### src/design/pclip_pkg.sv
`timescale 1ns / 1ps
// Shared codes and reset constants for the pen line clipper.
package pclip_pkg;

  typedef enum logic [1:0] {
    REQ_MOVE_ABS = 2'd0,
    REQ_MOVE_REL = 2'd1,
    REQ_DRAW_ABS = 2'd2,
    REQ_DRAW_REL = 2'd3
  } req_type_t;

  typedef enum logic [1:0] {
    ST_MOVE      = 2'd0,
    ST_UNCLIPPED = 2'd1,
    ST_CLIPPED   = 2'd2,
    ST_REJECT    = 2'd3
  } status_t;

  typedef enum logic [1:0] {
    CFG_LEFT   = 2'd0,
    CFG_RIGHT  = 2'd1,
    CFG_TOP    = 2'd2,
    CFG_BOTTOM = 2'd3
  } cfg_index_t;

  localparam int CLIP_LEFT_RST   = 0;
  localparam int CLIP_RIGHT_RST  = 1023;
  localparam int CLIP_TOP_RST    = 0;
  localparam int CLIP_BOTTOM_RST = 767;

endpackage

### src/design/pclip_if.sv
`timescale 1ns / 1ps
// Request and result channel interfaces.
interface pclip_in_if #(parameter int COORD_BITS = 16);
  logic                         valid;
  logic                         ready;
  logic [1:0]                   req_type;
  logic signed [COORD_BITS-1:0] coord_x;
  logic signed [COORD_BITS-1:0] coord_y;
  modport source (output valid, req_type, coord_x, coord_y, input ready);
  modport sink (input valid, req_type, coord_x, coord_y, output ready);
endinterface

interface pclip_out_if #(parameter int COORD_BITS = 16);
  logic                         valid;
  logic                         ready;
  logic [1:0]                   status;
  logic signed [COORD_BITS-1:0] start_x;
  logic signed [COORD_BITS-1:0] start_y;
  logic signed [COORD_BITS-1:0] end_x;
  logic signed [COORD_BITS-1:0] end_y;
  modport source (output valid, status, start_x, start_y, end_x, end_y, input ready);
  modport sink (input valid, status, start_x, start_y, end_x, end_y, output ready);
endinterface

### src/design/pclip_front.sv
`timescale 1ns / 1ps
// Front end: takes requests, keeps the pen and queues segments.
module pclip_front #(
  parameter int COORD_BITS = 16
) (
  input  logic                    clk,
  input  logic                    rst_n,
  pclip_in_if.sink                in_ch,
  output logic                    push_valid,
  input  logic                    push_ready,
  output logic [4*COORD_BITS:0]   push_data
);

  localparam int W = COORD_BITS;

  logic signed [W-1:0] pen_x_r, pen_x_nxt;
  logic signed [W-1:0] pen_y_r, pen_y_nxt;
  logic                rel;
  logic                draw;
  logic signed [W:0]   sum_x, sum_y;

  always_comb begin
    rel  = (in_ch.req_type == pclip_pkg::REQ_MOVE_REL) ||
           (in_ch.req_type == pclip_pkg::REQ_DRAW_REL);
    draw = (in_ch.req_type == pclip_pkg::REQ_DRAW_ABS) ||
           (in_ch.req_type == pclip_pkg::REQ_DRAW_REL);
    sum_x = {pen_x_r[W-1], pen_x_r} + {in_ch.coord_x[W-1], in_ch.coord_x};
    sum_y = {pen_y_r[W-1], pen_y_r} + {in_ch.coord_y[W-1], in_ch.coord_y};
    pen_x_nxt = in_ch.coord_x;
    pen_y_nxt = in_ch.coord_y;
    if (rel) begin
      // saturate on overflow of the relative sum
      if (sum_x[W] != sum_x[W-1]) begin
        pen_x_nxt = sum_x[W] ? {1'b1, {(W-1){1'b0}}} : {1'b0, {(W-1){1'b1}}};
      end else begin
        pen_x_nxt = sum_x[W-1:0];
      end
      if (sum_y[W] != sum_y[W-1]) begin
        pen_y_nxt = sum_y[W] ? {1'b1, {(W-1){1'b0}}} : {1'b0, {(W-1){1'b1}}};
      end else begin
        pen_y_nxt = sum_y[W-1:0];
      end
    end
  end

  assign in_ch.ready = push_ready;
  assign push_valid  = in_ch.valid;
  assign push_data   = {draw, pen_x_r, pen_y_r, pen_x_nxt, pen_y_nxt};

  always_ff @(posedge clk) begin
    if (!rst_n) begin
      pen_x_r <= '0;
      pen_y_r <= '0;
    end else if (in_ch.valid && push_ready) begin
      pen_x_r <= pen_x_nxt;
      pen_y_r <= pen_y_nxt;
    end
  end

endmodule

### src/design/pclip_fifo.sv
`timescale 1ns / 1ps
// Two-entry queue between front and back.
module pclip_fifo #(
  parameter int WIDTH = 65
) (
  input  logic             clk,
  input  logic             rst_n,
  input  logic             push_valid,
  output logic             push_ready,
  input  logic [WIDTH-1:0] push_data,
  output logic             pop_valid,
  input  logic             pop_ready,
  output logic [WIDTH-1:0] pop_data
);

  logic [WIDTH-1:0] mem_r [2];
  logic             wr_ptr_r, rd_ptr_r;
  logic [1:0]       count_r;
  logic             push, pop;

  assign push_ready = (count_r != 2'd2);
  assign pop_valid  = (count_r != 2'd0);
  assign pop_data   = mem_r[rd_ptr_r];
  assign push       = push_valid && push_ready;
  assign pop        = pop_valid && pop_ready;

  always_ff @(posedge clk) begin
    if (push) begin
      mem_r[wr_ptr_r] <= push_data;
    end
  end

  always_ff @(posedge clk) begin
    if (!rst_n) begin
      wr_ptr_r <= 1'b0;
      rd_ptr_r <= 1'b0;
      count_r  <= 2'd0;
    end else begin
      if (push) begin
        wr_ptr_r <= ~wr_ptr_r;
      end
      if (pop) begin
        rd_ptr_r <= ~rd_ptr_r;
      end
      if (push && !pop) begin
        count_r <= count_r + 2'd1;
      end else if (pop && !push) begin
        count_r <= count_r - 2'd1;
      end
    end
  end

endmodule

### src/design/pclip_along.sv
`timescale 1ns / 1ps
// Line equation unit: w = w0 + rounded (dw*(v-v0))/dv, one quotient bit per cycle.
module pclip_along #(
  parameter int COORD_BITS = 16
) (
  input  logic                      clk,
  input  logic                      rst_n,
  input  logic                      start,
  input  logic signed [COORD_BITS-1:0] v,
  input  logic signed [COORD_BITS-1:0] v0,
  input  logic signed [COORD_BITS-1:0] w0,
  input  logic signed [COORD_BITS:0]   dv,
  input  logic signed [COORD_BITS:0]   dw,
  output logic                      done,
  output logic signed [COORD_BITS+2:0] w
);

  localparam int W    = COORD_BITS;
  localparam int PW   = 2 * W + 2;
  localparam int CNTW = $clog2(W + 2);

  typedef enum logic [2:0] {A_IDLE, A_MUL, A_PREP, A_DIV, A_FIN} astate_t;

  astate_t             state_r;
  logic [W:0]          ad_r, aw_r, av_r;
  logic                neg_r, zero_r;
  logic signed [W-1:0] w0_r;
  logic [PW-1:0]       prod_r;
  logic [W:0]          rem_r;
  logic [W+1:0]        lo_r;
  logic [W+1:0]        q_r;
  logic [CNTW-1:0]     cnt_r;
  logic                done_r;
  logic signed [W+2:0] w_r;

  logic signed [W:0]   d;
  logic [PW-1:0]       num;
  logic [W+1:0]        rem2;
  logic                ge;
  logic signed [W+2:0] w0e, qe;

  always_comb begin
    d    = {v[W-1], v} - {v0[W-1], v0};
    num  = prod_r + PW'(av_r >> 1);
    rem2 = {rem_r, lo_r[W+1]};
    ge   = (rem2 >= {1'b0, av_r});
    w0e  = {{3{w0_r[W-1]}}, w0_r};
    qe   = {1'b0, q_r};
  end

  assign done = done_r;
  assign w    = w_r;

  always_ff @(posedge clk) begin
    if (!rst_n) begin
      state_r <= A_IDLE;
      done_r  <= 1'b0;
    end else begin
      done_r <= 1'b0;
      unique case (state_r)
        A_IDLE: begin
          if (start) begin
            ad_r    <= d[W] ? (W+1)'(-d) : d;
            aw_r    <= dw[W] ? (W+1)'(-dw) : dw;
            av_r    <= dv[W] ? (W+1)'(-dv) : dv;
            neg_r   <= d[W] ^ dw[W] ^ dv[W];
            zero_r  <= (dv == '0);
            w0_r    <= w0;
            state_r <= A_MUL;
          end
        end
        A_MUL: begin
          prod_r  <= PW'(aw_r) * PW'(ad_r);
          state_r <= A_PREP;
        end
        A_PREP: begin
          q_r <= '0;
          if (zero_r) begin
            state_r <= A_FIN;
          end else if (num[PW-1:W+1] >= av_r) begin
            // far outside any window; a saturated quotient keeps the direction
            q_r     <= {1'b1, {(W+1){1'b0}}};
            state_r <= A_FIN;
          end else begin
            rem_r   <= {1'b0, num[PW-1:W+2]};
            lo_r    <= num[W+1:0];
            cnt_r   <= CNTW'(W + 1);
            state_r <= A_DIV;
          end
        end
        A_DIV: begin
          rem_r <= ge ? (W+1)'(rem2 - {1'b0, av_r}) : rem2[W:0];
          lo_r  <= {lo_r[W:0], 1'b0};
          q_r   <= {q_r[W:0], ge};
          if (cnt_r == '0) begin
            state_r <= A_FIN;
          end else begin
            cnt_r <= cnt_r - CNTW'(1);
          end
        end
        A_FIN: begin
          w_r     <= neg_r ? (w0e - qe) : (w0e + qe);
          done_r  <= 1'b1;
          state_r <= A_IDLE;
        end
        default: state_r <= A_IDLE;
      endcase
    end
  end

endmodule

### src/design/pclip_back.sv
`timescale 1ns / 1ps
// Back end: clip window registers, endpoint clipping sequencer and result register.
module pclip_back #(
  parameter int COORD_BITS = 16
) (
  input  logic                  clk,
  input  logic                  rst_n,
  input  logic                  cfg_we,
  input  logic [1:0]            cfg_index,
  input  logic [COORD_BITS-1:0] cfg_wdata,
  input  logic                  pop_valid,
  output logic                  pop_ready,
  input  logic [4*COORD_BITS:0] pop_data,
  pclip_out_if.source           out_ch
);

  localparam int W  = COORD_BITS;
  localparam int XW = W + 3;

  typedef enum logic [3:0] {
    S_IDLE, S_TRIV, S_CX, S_WY1, S_WX2, S_CY, S_WX3, S_WY4, S_FIN, S_OUT
  } state_t;

  state_t               state_r;
  logic signed [W-1:0]  left_r, right_r, top_r, bottom_r;
  logic signed [W-1:0]  x0_r, y0_r, x2_r, y2_r;
  logic signed [W:0]    dx_r, dy_r;
  logic signed [XW-1:0] px_r, py_r;
  logic                 ep_r, moved_r;
  logic signed [W-1:0]  sx_r, sy_r;
  logic [1:0]           res_status_r;
  logic signed [W-1:0]  res_sx_r, res_sy_r, res_ex_r, res_ey_r;
  logic                 out_valid_r;
  logic [1:0]           out_status_r;
  logic signed [W-1:0]  out_sx_r, out_sy_r, out_ex_r, out_ey_r;
  logic                 al_start_r, al_xaxis_r;
  logic signed [W-1:0]  al_v_r;

  logic                 al_done;
  logic signed [XW-1:0] al_w;
  logic signed [XW-1:0] lft_e, rgt_e, top_e, bot_e;
  logic                 x_lo, x_hi, y_lo, y_hi;
  logic                 wx_lo, wx_hi, wy_lo, wy_hi;
  logic signed [W-1:0]  q_x1, q_y1, q_x2, q_y2;
  logic                 q_draw;

  assign {q_draw, q_x1, q_y1, q_x2, q_y2} = pop_data;

  always_comb begin
    lft_e = {{3{left_r[W-1]}}, left_r};
    rgt_e = {{3{right_r[W-1]}}, right_r};
    top_e = {{3{top_r[W-1]}}, top_r};
    bot_e = {{3{bottom_r[W-1]}}, bottom_r};
    x_lo  = px_r < lft_e;
    x_hi  = px_r > rgt_e;
    y_lo  = py_r < top_e;
    y_hi  = py_r > bot_e;
    wx_lo = al_w < lft_e;
    wx_hi = al_w > rgt_e;
    wy_lo = al_w < top_e;
    wy_hi = al_w > bot_e;
  end

  pclip_along #(.COORD_BITS(W)) u_along (
    .clk   (clk),
    .rst_n (rst_n),
    .start (al_start_r),
    .v     (al_v_r),
    .v0    (al_xaxis_r ? x0_r : y0_r),
    .w0    (al_xaxis_r ? y0_r : x0_r),
    .dv    (al_xaxis_r ? dx_r : dy_r),
    .dw    (al_xaxis_r ? dy_r : dx_r),
    .done  (al_done),
    .w     (al_w)
  );

  assign pop_ready      = (state_r == S_IDLE);
  assign out_ch.valid   = out_valid_r;
  assign out_ch.status  = out_status_r;
  assign out_ch.start_x = out_sx_r;
  assign out_ch.start_y = out_sy_r;
  assign out_ch.end_x   = out_ex_r;
  assign out_ch.end_y   = out_ey_r;

  // window registers
  always_ff @(posedge clk) begin
    if (!rst_n) begin
      left_r   <= W'(pclip_pkg::CLIP_LEFT_RST);
      right_r  <= W'(pclip_pkg::CLIP_RIGHT_RST);
      top_r    <= W'(pclip_pkg::CLIP_TOP_RST);
      bottom_r <= W'(pclip_pkg::CLIP_BOTTOM_RST);
    end else if (cfg_we) begin
      unique case (cfg_index)
        pclip_pkg::CFG_LEFT:   left_r   <= cfg_wdata;
        pclip_pkg::CFG_RIGHT:  right_r  <= cfg_wdata;
        pclip_pkg::CFG_TOP:    top_r    <= cfg_wdata;
        pclip_pkg::CFG_BOTTOM: bottom_r <= cfg_wdata;
        default: ;
      endcase
    end
  end

  always_ff @(posedge clk) begin
    if (!rst_n) begin
      state_r     <= S_IDLE;
      out_valid_r <= 1'b0;
      al_start_r  <= 1'b0;
    end else begin
      al_start_r <= 1'b0;
      // S_OUT reloads the result register itself
      if (out_valid_r && out_ch.ready && state_r != S_OUT) begin
        out_valid_r <= 1'b0;
      end
      unique case (state_r)
        S_IDLE: begin
          if (pop_valid) begin
            x0_r <= q_x1;
            y0_r <= q_y1;
            x2_r <= q_x2;
            y2_r <= q_y2;
            dx_r <= {q_x2[W-1], q_x2} - {q_x1[W-1], q_x1};
            dy_r <= {q_y2[W-1], q_y2} - {q_y1[W-1], q_y1};
            res_status_r <= pclip_pkg::ST_MOVE;
            res_sx_r <= '0;
            res_sy_r <= '0;
            res_ex_r <= '0;
            res_ey_r <= '0;
            state_r  <= q_draw ? S_TRIV : S_OUT;
          end
        end
        S_TRIV: begin
          // both endpoints beyond the same edge
          if ((x0_r < left_r && x2_r < left_r) || (x0_r > right_r && x2_r > right_r) ||
              (y0_r < top_r && y2_r < top_r) || (y0_r > bottom_r && y2_r > bottom_r)) begin
            res_status_r <= pclip_pkg::ST_REJECT;
            state_r      <= S_OUT;
          end else begin
            px_r    <= {{3{x0_r[W-1]}}, x0_r};
            py_r    <= {{3{y0_r[W-1]}}, y0_r};
            ep_r    <= 1'b0;
            moved_r <= 1'b0;
            state_r <= S_CX;
          end
        end
        S_CX: begin
          if (x_lo || x_hi) begin
            if (dx_r == '0) begin
              res_status_r <= pclip_pkg::ST_REJECT;
              state_r      <= S_OUT;
            end else begin
              px_r       <= x_lo ? lft_e : rgt_e;
              al_v_r     <= x_lo ? left_r : right_r;
              al_xaxis_r <= 1'b1;
              al_start_r <= 1'b1;
              moved_r    <= 1'b1;
              state_r    <= S_WY1;
            end
          end else begin
            state_r <= S_CY;
          end
        end
        S_WY1: begin
          if (al_done) begin
            py_r <= al_w;
            if (wy_lo || wy_hi) begin
              if (dy_r == '0) begin
                res_status_r <= pclip_pkg::ST_REJECT;
                state_r      <= S_OUT;
              end else begin
                py_r       <= wy_lo ? top_e : bot_e;
                al_v_r     <= wy_lo ? top_r : bottom_r;
                al_xaxis_r <= 1'b0;
                al_start_r <= 1'b1;
                state_r    <= S_WX2;
              end
            end else begin
              state_r <= S_CY;
            end
          end
        end
        S_WX2: begin
          if (al_done) begin
            px_r <= al_w;
            if (wx_lo || wx_hi) begin
              res_status_r <= pclip_pkg::ST_REJECT;
              state_r      <= S_OUT;
            end else begin
              state_r <= S_CY;
            end
          end
        end
        S_CY: begin
          if (y_lo || y_hi) begin
            if (dy_r == '0) begin
              res_status_r <= pclip_pkg::ST_REJECT;
              state_r      <= S_OUT;
            end else begin
              py_r       <= y_lo ? top_e : bot_e;
              al_v_r     <= y_lo ? top_r : bottom_r;
              al_xaxis_r <= 1'b0;
              al_start_r <= 1'b1;
              moved_r    <= 1'b1;
              state_r    <= S_WX3;
            end
          end else begin
            state_r <= S_FIN;
          end
        end
        S_WX3: begin
          if (al_done) begin
            px_r <= al_w;
            if (wx_lo || wx_hi) begin
              if (dx_r == '0) begin
                res_status_r <= pclip_pkg::ST_REJECT;
                state_r      <= S_OUT;
              end else begin
                px_r       <= wx_lo ? lft_e : rgt_e;
                al_v_r     <= wx_lo ? left_r : right_r;
                al_xaxis_r <= 1'b1;
                al_start_r <= 1'b1;
                state_r    <= S_WY4;
              end
            end else begin
              state_r <= S_FIN;
            end
          end
        end
        S_WY4: begin
          if (al_done) begin
            py_r <= al_w;
            if (wy_lo || wy_hi) begin
              res_status_r <= pclip_pkg::ST_REJECT;
              state_r      <= S_OUT;
            end else begin
              state_r <= S_FIN;
            end
          end
        end
        S_FIN: begin
          if (!ep_r) begin
            sx_r    <= px_r[W-1:0];
            sy_r    <= py_r[W-1:0];
            px_r    <= {{3{x2_r[W-1]}}, x2_r};
            py_r    <= {{3{y2_r[W-1]}}, y2_r};
            ep_r    <= 1'b1;
            state_r <= S_CX;
          end else begin
            res_status_r <= moved_r ? pclip_pkg::ST_CLIPPED : pclip_pkg::ST_UNCLIPPED;
            res_sx_r     <= sx_r;
            res_sy_r     <= sy_r;
            res_ex_r     <= px_r[W-1:0];
            res_ey_r     <= py_r[W-1:0];
            state_r      <= S_OUT;
          end
        end
        S_OUT: begin
          if (!out_valid_r || out_ch.ready) begin
            out_valid_r  <= 1'b1;
            out_status_r <= res_status_r;
            out_sx_r     <= res_sx_r;
            out_sy_r     <= res_sy_r;
            out_ex_r     <= res_ex_r;
            out_ey_r     <= res_ey_r;
            state_r      <= S_IDLE;
          end
        end
        default: state_r <= S_IDLE;
      endcase
    end
  end

endmodule

### src/design/pen_line_clipper_top.sv
`timescale 1ns / 1ps
// Top level of the pen line clipper.
// Move: the back end passes from S_IDLE to S_OUT and registers the result.
// Draw: trivial rejection comes first; otherwise each line equation solve runs
// in the shared divide unit, at most four per draw.
// A two-entry queue lets requests enter while the clipper works.
// Synchronous active-low reset clears pen to 0 and the window to 0,1023,0,767.
module pen_line_clipper_top #(
  parameter int COORD_BITS = 16
) (
  input  logic                  clk,
  input  logic                  rst_n,
  pclip_in_if.sink              in_ch,
  pclip_out_if.source           out_ch,
  input  logic                  cfg_we,
  input  logic [1:0]            cfg_index,
  input  logic [COORD_BITS-1:0] cfg_wdata
);

  localparam int QW = 4 * COORD_BITS + 1;

  logic          push_valid, push_ready, pop_valid, pop_ready;
  logic [QW-1:0] push_data, pop_data;

  pclip_front #(.COORD_BITS(COORD_BITS)) u_front (
    .clk        (clk),
    .rst_n      (rst_n),
    .in_ch      (in_ch),
    .push_valid (push_valid),
    .push_ready (push_ready),
    .push_data  (push_data)
  );

  pclip_fifo #(.WIDTH(QW)) u_fifo (
    .clk        (clk),
    .rst_n      (rst_n),
    .push_valid (push_valid),
    .push_ready (push_ready),
    .push_data  (push_data),
    .pop_valid  (pop_valid),
    .pop_ready  (pop_ready),
    .pop_data   (pop_data)
  );

  pclip_back #(.COORD_BITS(COORD_BITS)) u_back (
    .clk       (clk),
    .rst_n     (rst_n),
    .cfg_we    (cfg_we),
    .cfg_index (cfg_index),
    .cfg_wdata (cfg_wdata),
    .pop_valid (pop_valid),
    .pop_ready (pop_ready),
    .pop_data  (pop_data),
    .out_ch    (out_ch)
  );

endmodule

### src/flat_wrapper.sv
// flat-port wrapper written by rule: the top's interface ports become plain ports
module pen_line_clipper_top_flat 
#(
  parameter int COORD_BITS = 16
)
  (clk, rst_n, cfg_we, cfg_index, cfg_wdata, in_ch_valid, in_ch_req_type, in_ch_coord_x, in_ch_coord_y, in_ch_ready, out_ch_valid, out_ch_status, out_ch_start_x, out_ch_start_y, out_ch_end_x, out_ch_end_y, out_ch_ready);
  pclip_in_if #(.COORD_BITS(COORD_BITS)) in_ch_i ();
  pclip_out_if #(.COORD_BITS(COORD_BITS)) out_ch_i ();
  input  logic clk;
  input  logic rst_n;
  input  logic cfg_we;
  input  logic [1:0] cfg_index;
  input  logic [COORD_BITS-1:0] cfg_wdata;
  input wire logic [$bits(in_ch_i.valid)-1:0] in_ch_valid;
  input wire logic [$bits(in_ch_i.req_type)-1:0] in_ch_req_type;
  input wire logic [$bits(in_ch_i.coord_x)-1:0] in_ch_coord_x;
  input wire logic [$bits(in_ch_i.coord_y)-1:0] in_ch_coord_y;
  output wire logic [$bits(in_ch_i.ready)-1:0] in_ch_ready;
  output wire logic [$bits(out_ch_i.valid)-1:0] out_ch_valid;
  output wire logic [$bits(out_ch_i.status)-1:0] out_ch_status;
  output wire logic [$bits(out_ch_i.start_x)-1:0] out_ch_start_x;
  output wire logic [$bits(out_ch_i.start_y)-1:0] out_ch_start_y;
  output wire logic [$bits(out_ch_i.end_x)-1:0] out_ch_end_x;
  output wire logic [$bits(out_ch_i.end_y)-1:0] out_ch_end_y;
  input wire logic [$bits(out_ch_i.ready)-1:0] out_ch_ready;
  assign in_ch_i.valid = in_ch_valid;
  assign in_ch_i.req_type = in_ch_req_type;
  assign in_ch_i.coord_x = in_ch_coord_x;
  assign in_ch_i.coord_y = in_ch_coord_y;
  assign in_ch_ready = in_ch_i.ready;
  assign out_ch_valid = out_ch_i.valid;
  assign out_ch_status = out_ch_i.status;
  assign out_ch_start_x = out_ch_i.start_x;
  assign out_ch_start_y = out_ch_i.start_y;
  assign out_ch_end_x = out_ch_i.end_x;
  assign out_ch_end_y = out_ch_i.end_y;
  assign out_ch_i.ready = out_ch_ready;
  pen_line_clipper_top #(.COORD_BITS(COORD_BITS)) u_core (.clk(clk), .rst_n(rst_n), .in_ch(in_ch_i), .out_ch(out_ch_i), .cfg_we(cfg_we), .cfg_index(cfg_index), .cfg_wdata(cfg_wdata));
endmodule
### config.mk
export PLATFORM = sky130hd
export DESIGN_NAME = pen_line_clipper_top_flat
export DESIGN_NICKNAME = d
export VERILOG_FILES = /design/src/design/pclip_pkg.sv /design/src/design/pclip_if.sv /design/src/design/pclip_front.sv /design/src/design/pclip_fifo.sv /design/src/design/pclip_along.sv /design/src/design/pclip_back.sv /design/src/design/pen_line_clipper_top.sv /design/src/flat_wrapper.sv
export SDC_FILE = /design/constraint.sdc
export NUM_CORES = 2
export LEC_CHECK = 0
export ABC_AREA = 1
export BUFFER_PORTS_ARGS = -buffer_cell sky130_fd_sc_hd__buf_4
export CAP_MARGIN = 15
export CELL_PAD_IN_SITES_DETAIL_PLACEMENT = 1
export CELL_PAD_IN_SITES_GLOBAL_PLACEMENT = 2
export CORE_ASPECT_RATIO = 0.8
export CORE_MARGIN = 10
export CORE_UTILIZATION = 44
export CTS_CLUSTER_DIAMETER = 80
export DETAILED_ROUTE_END_ITERATION = 8
export GPL_TIMING_DRIVEN = 0
export PLACE_DENSITY = 0.95
export SYNTH_ARGS = -nofsm -noshare
export SYNTH_HDL_FRONTEND = slang
export SYNTH_HIERARCHICAL = 1
export SYNTH_SLANG_ARGS = --single-unit
### constraint.sdc
create_clock -name clk -period 12.2 [get_ports clk]
set_input_delay 0.61 -clock clk [delete_from_list [all_inputs] [get_ports clk]]
set_output_delay 0.61 -clock clk [all_outputs]
set_load 0.01 [all_outputs]
==> impl_metrics.toml <==
[outcome]
status = "complete, no violations"

[setup_path]
crit_type = "reg -> reg"
crit_cells = 20
r2r_cells = 20
required_ps = 12650
cp_slowest_cell = "fa_1"
r2r_setup_slack_ps = 5030
path_cells = "clkbuf_1 -> clkbuf_1 -> nand2_1 -> fa_1 -> inv_1 -> fa_1 -> fa_1 -> fa_1 -> fa_1 -> inv_1 -> fa_1 -> inv_1 -> ha_1 -> nand2_1 -> nor2_1 -> inv_1 -> nor3_1 -> nand2_1 -> o211ai_1 -> xor2_1"
end_kind = "register"
critical_path.startpoint = "u_core/u_back/u_along/ad_r[7]"
crit_path_end = "u_core/u_back/u_along/prod_r[30]"
r2r_end = "u_core/u_back/u_along/prod_r[30]"
r2r-start = "u_core/u_back/u_along/ad_r[7]"
slowest_delay_ps = 680
cp.arrival_ps = 7620
timing.critical_path.buf_inv = 6
critPathMostFrequentCell = "fa_1"
startpoint_type = "register"
crit_family = "adder cells"
crit_fanout = 10

[placement]
hpwl_mm = 163
gp_congestion = 0.977
port_buffers = 123
pre_cts_ws_ps = 5100

[yosys]
ys_seq_area_share_pct = 37.5
synth.net_count = 7386
ys_ff_latch = 740
synth_compound_area_share_pct = 9.71
synth.distinct_cells = 66
synth_top_family_by_area = "adder cells"
synth_cells = 6562
synth_edf_count = 629
synthTopCellsByArea = "edfxtp_1 (34%), ha_1 (12%), nand2_1 (10%)"
synth_xor_area_share_pct = 2.67
synth_common_cells = "nand2_1 (1545), inv_1 (1150), edfxtp_1 (629)"
synthAdderAreaFrac_pct = 20.1
synth_top_area_cell = "edfxtp_1"
avgSynthCellArea_um2 = 8.58
synth.most_common_cell = "nand2_1"
synth_top_area_share_pct = 33.6
yosysWarnings = 6
synth_flop_cell = "edfxtp_1"
async_reset_ff_share_pct = 0
muxShareOfSynthArea_pct = 1.63
synth_simple_gate_area_share_pct = 19.0
syn_area_mm2 = 0.0563

[power_and_ir_drop]
power_mw = 16.2
power_leakage_nw = 29.4
p_per_area_mw_per_mm2 = 259
ir_drop_mv = 0.415

[global_routing]
gr-total-overflow = 0
grtUsageTotal_pct = 28.0
grt_max_degree = 39
grt_pass1_vias = 49608
grt_pass1_wl_mm = 305
antenna_found_initial = 11

[timing]
setup_tns_ps = 0
hold_viol_final = 0
fin_crit_sh_pct = 58.8
slew_headroom_pct = 22.2
worst_pin_slew_ps = 1160
worst_clock_skew_ps = 43.6
setup_viol = 0
slew_viol_final = 0
grt_setup_unrepaired = "false"
max_freq_ghz = 0.139
holdWs_ps = 162
finalCriticalPeriod_ps = 7170
fin_ws_ps = 5030

[detailed_routing]
drtAntennaViolNets = 0
drt-initial-drc-count = 4116
via_per_inst = 5.57
detail_route.wl_per_cell_um = 23.7
drc = 0
num_vias = 47489
first_pass_iters = 6
wirelength_mm = 203

[min_path]
hold_path_class = "in -> reg"
hold-path-cell-count = 3

[clocking]
cts_tree = "built"
clkLatencyLatePin_ps = 720
htree_levels = 3
clk_pin_slew_ps = 60
cts_made_buffers = 84
cts_root_buf = "clkbuf_16"
clock_path_buffers = 3
ctsResizeCount = 0
hold_buffers = 0
post_cts_buffers = 0
clock-sinks = 740

[layout]
multi_input_comb_area_mm2 = 0.0300
finalNetCount = 7614
final_core_util_pct = 49.2
drive_gt1_share_pct = 8.88
layout.area.seq_mm2 = 0.0211
fill_cells = 15030
areaGrowthSynthToFinish_pct = 11.1

[floorplan]
coreArea_mm2 = 0.127
start_util_pct = 44.2
dieArea_mm2 = 0.143
die_x_um = 420
die_h_um = 340
rows = 117
ios = 125

[job]
cap_violations = 0
## cell type report
cell class	instances	area share, %
Clock inverter	42	0.824
Timing Repair Buffer	142	1.96
Antenna cell	6	0.0240
Sequential cell	740	33.8
Multi-Input combinational cell	4467	47.9
Inverter	1169	7.02
Buffer	186	1.42
Clock buffer	115	3.73
Tap cell	1666	3.33
## state kept, by name (all words and copies together) (netlist names), 17 cells and up, named ones only
| register | cells |
|---|---|
| u_core/u_back/u_along/av_r | 17 |
| u_core/u_back/u_along/aw_r | 17 |
| u_core/u_back/dx_r | 17 |
| u_core/u_back/py_r | 19 |
| u_core/u_back/u_along/q_r | 18 |
| u_core/u_fifo/mem_r | 130 |
| u_core/u_back/u_along/w | 19 |
| u_core/u_back/px_r | 19 |
| u_core/u_back/dy_r | 17 |
| u_core/u_back/u_along/ad_r | 17 |
| u_core/u_back/u_along/prod_r | 34 |
| u_core/u_back/u_along/lo_r | 18 |
| u_core/u_back/u_along/rem_r | 17 |
## kinds of logic after synthesis
group,Yosys count
and+or+nand+nor,2523
xor gates and xnor gates,170
AOI/OAI and AO/OA,942
muxes,65
DFF,740
buffers and inverters,1355
adders and majority gates,767
## worst min-delay path by stage
stage / from / to
final: cfg_wdata[7] / u_core/u_back/bottom_r[7]
after floorplan: u_core/u_back/res_ex_r[0] / u_core/u_back/out_ch.end_x[0]
after global placement: u_core/u_back/res_ey_r[8] / u_core/u_back/out_ch.end_y[8]
after detailed placement: u_core/u_back/res_sy_r[13] / u_core/u_back/out_ch.start_y[13]
after global routing: cfg_wdata[2] / u_core/u_back/bottom_r[2]
after CTS: cfg_wdata[2] / u_core/u_back/bottom_r[2]
## where the power goes
part	switching (mW)	internal (mW)	total, mW
clock	1.11	1.50	2.62
sequential	0.472	3.78	4.26
combinational	6.33	3.02	9.34
## layer usage
layer / global-route usage, % / share of wire (%) / routed length [um]
met4: 7.99 / 2.8 / 5730
met1: 39.2 / 45 / 91400
met5: 0 / 0.0079 / 16
met2: 43.3 / 44 / 88800
met3: 6.03 / 8.2 / 16700
## metrics by stage
stage	std cells	area [um^2]
3_5_place_dp	8369	59700
3_3_place_gp	8351	59300
6_report	8533	62500
4_1_cts	8526	62500
2_1_floorplan	6562	56300
5_1_grt	8527	62500
## worst register-to-register path, stage by stage (launching register included)
cell,delay [ps]
edfxtp_1,320
clkbuf_1,630
clkbuf_1,650
nand2_1,190
fa_1,590
inv_1,60
fa_1,500
fa_1,540
fa_1,450
fa_1,560
inv_1,60
fa_1,680
inv_1,80
ha_1,400
nand2_1,140
nor2_1,220
inv_1,100
nor3_1,220
nand2_1,90
o211ai_1,100
xor2_1,380
## layout by cell type, fill, tap and decap left out, types with 18 or more instances in the layout
cell type | netlist | layout
nand4_1 | 61 | 61
nor4_1 | 19 | 19
and2_1 | 18 | 18
fa_1 | 232 | 232
inv_1 | 1150 | 1150
or2_2 | 35 | 35
ha_1 | 535 | 535
a21oi_1 | 352 | 352
xor2_1 | 115 | 115
dfxtp_1 | 111 | 111
clkbuf_16 | 0 | 85
nand3_1 | 207 | 207
nand2_2 | 85 | 85
clkbuf_1 | 136 | 157
o21ai_1 | 19 | 19
buf_6 | 12 | 18
nand2_1 | 1545 | 1545
a21oi_2 | 27 | 27
o21ai_0 | 329 | 329
edfxtp_1 | 629 | 629
a21o_1 | 22 | 22
nor3_1 | 46 | 42
nor2_1 | 435 | 426
buf_4 | 15 | 138
o211ai_1 | 60 | 60
mux2_4 | 50 | 50
o21bai_1 | 21 | 21
xnor2_1 | 53 | 53
Note: power is estimated with default switching activity, not from simulation.
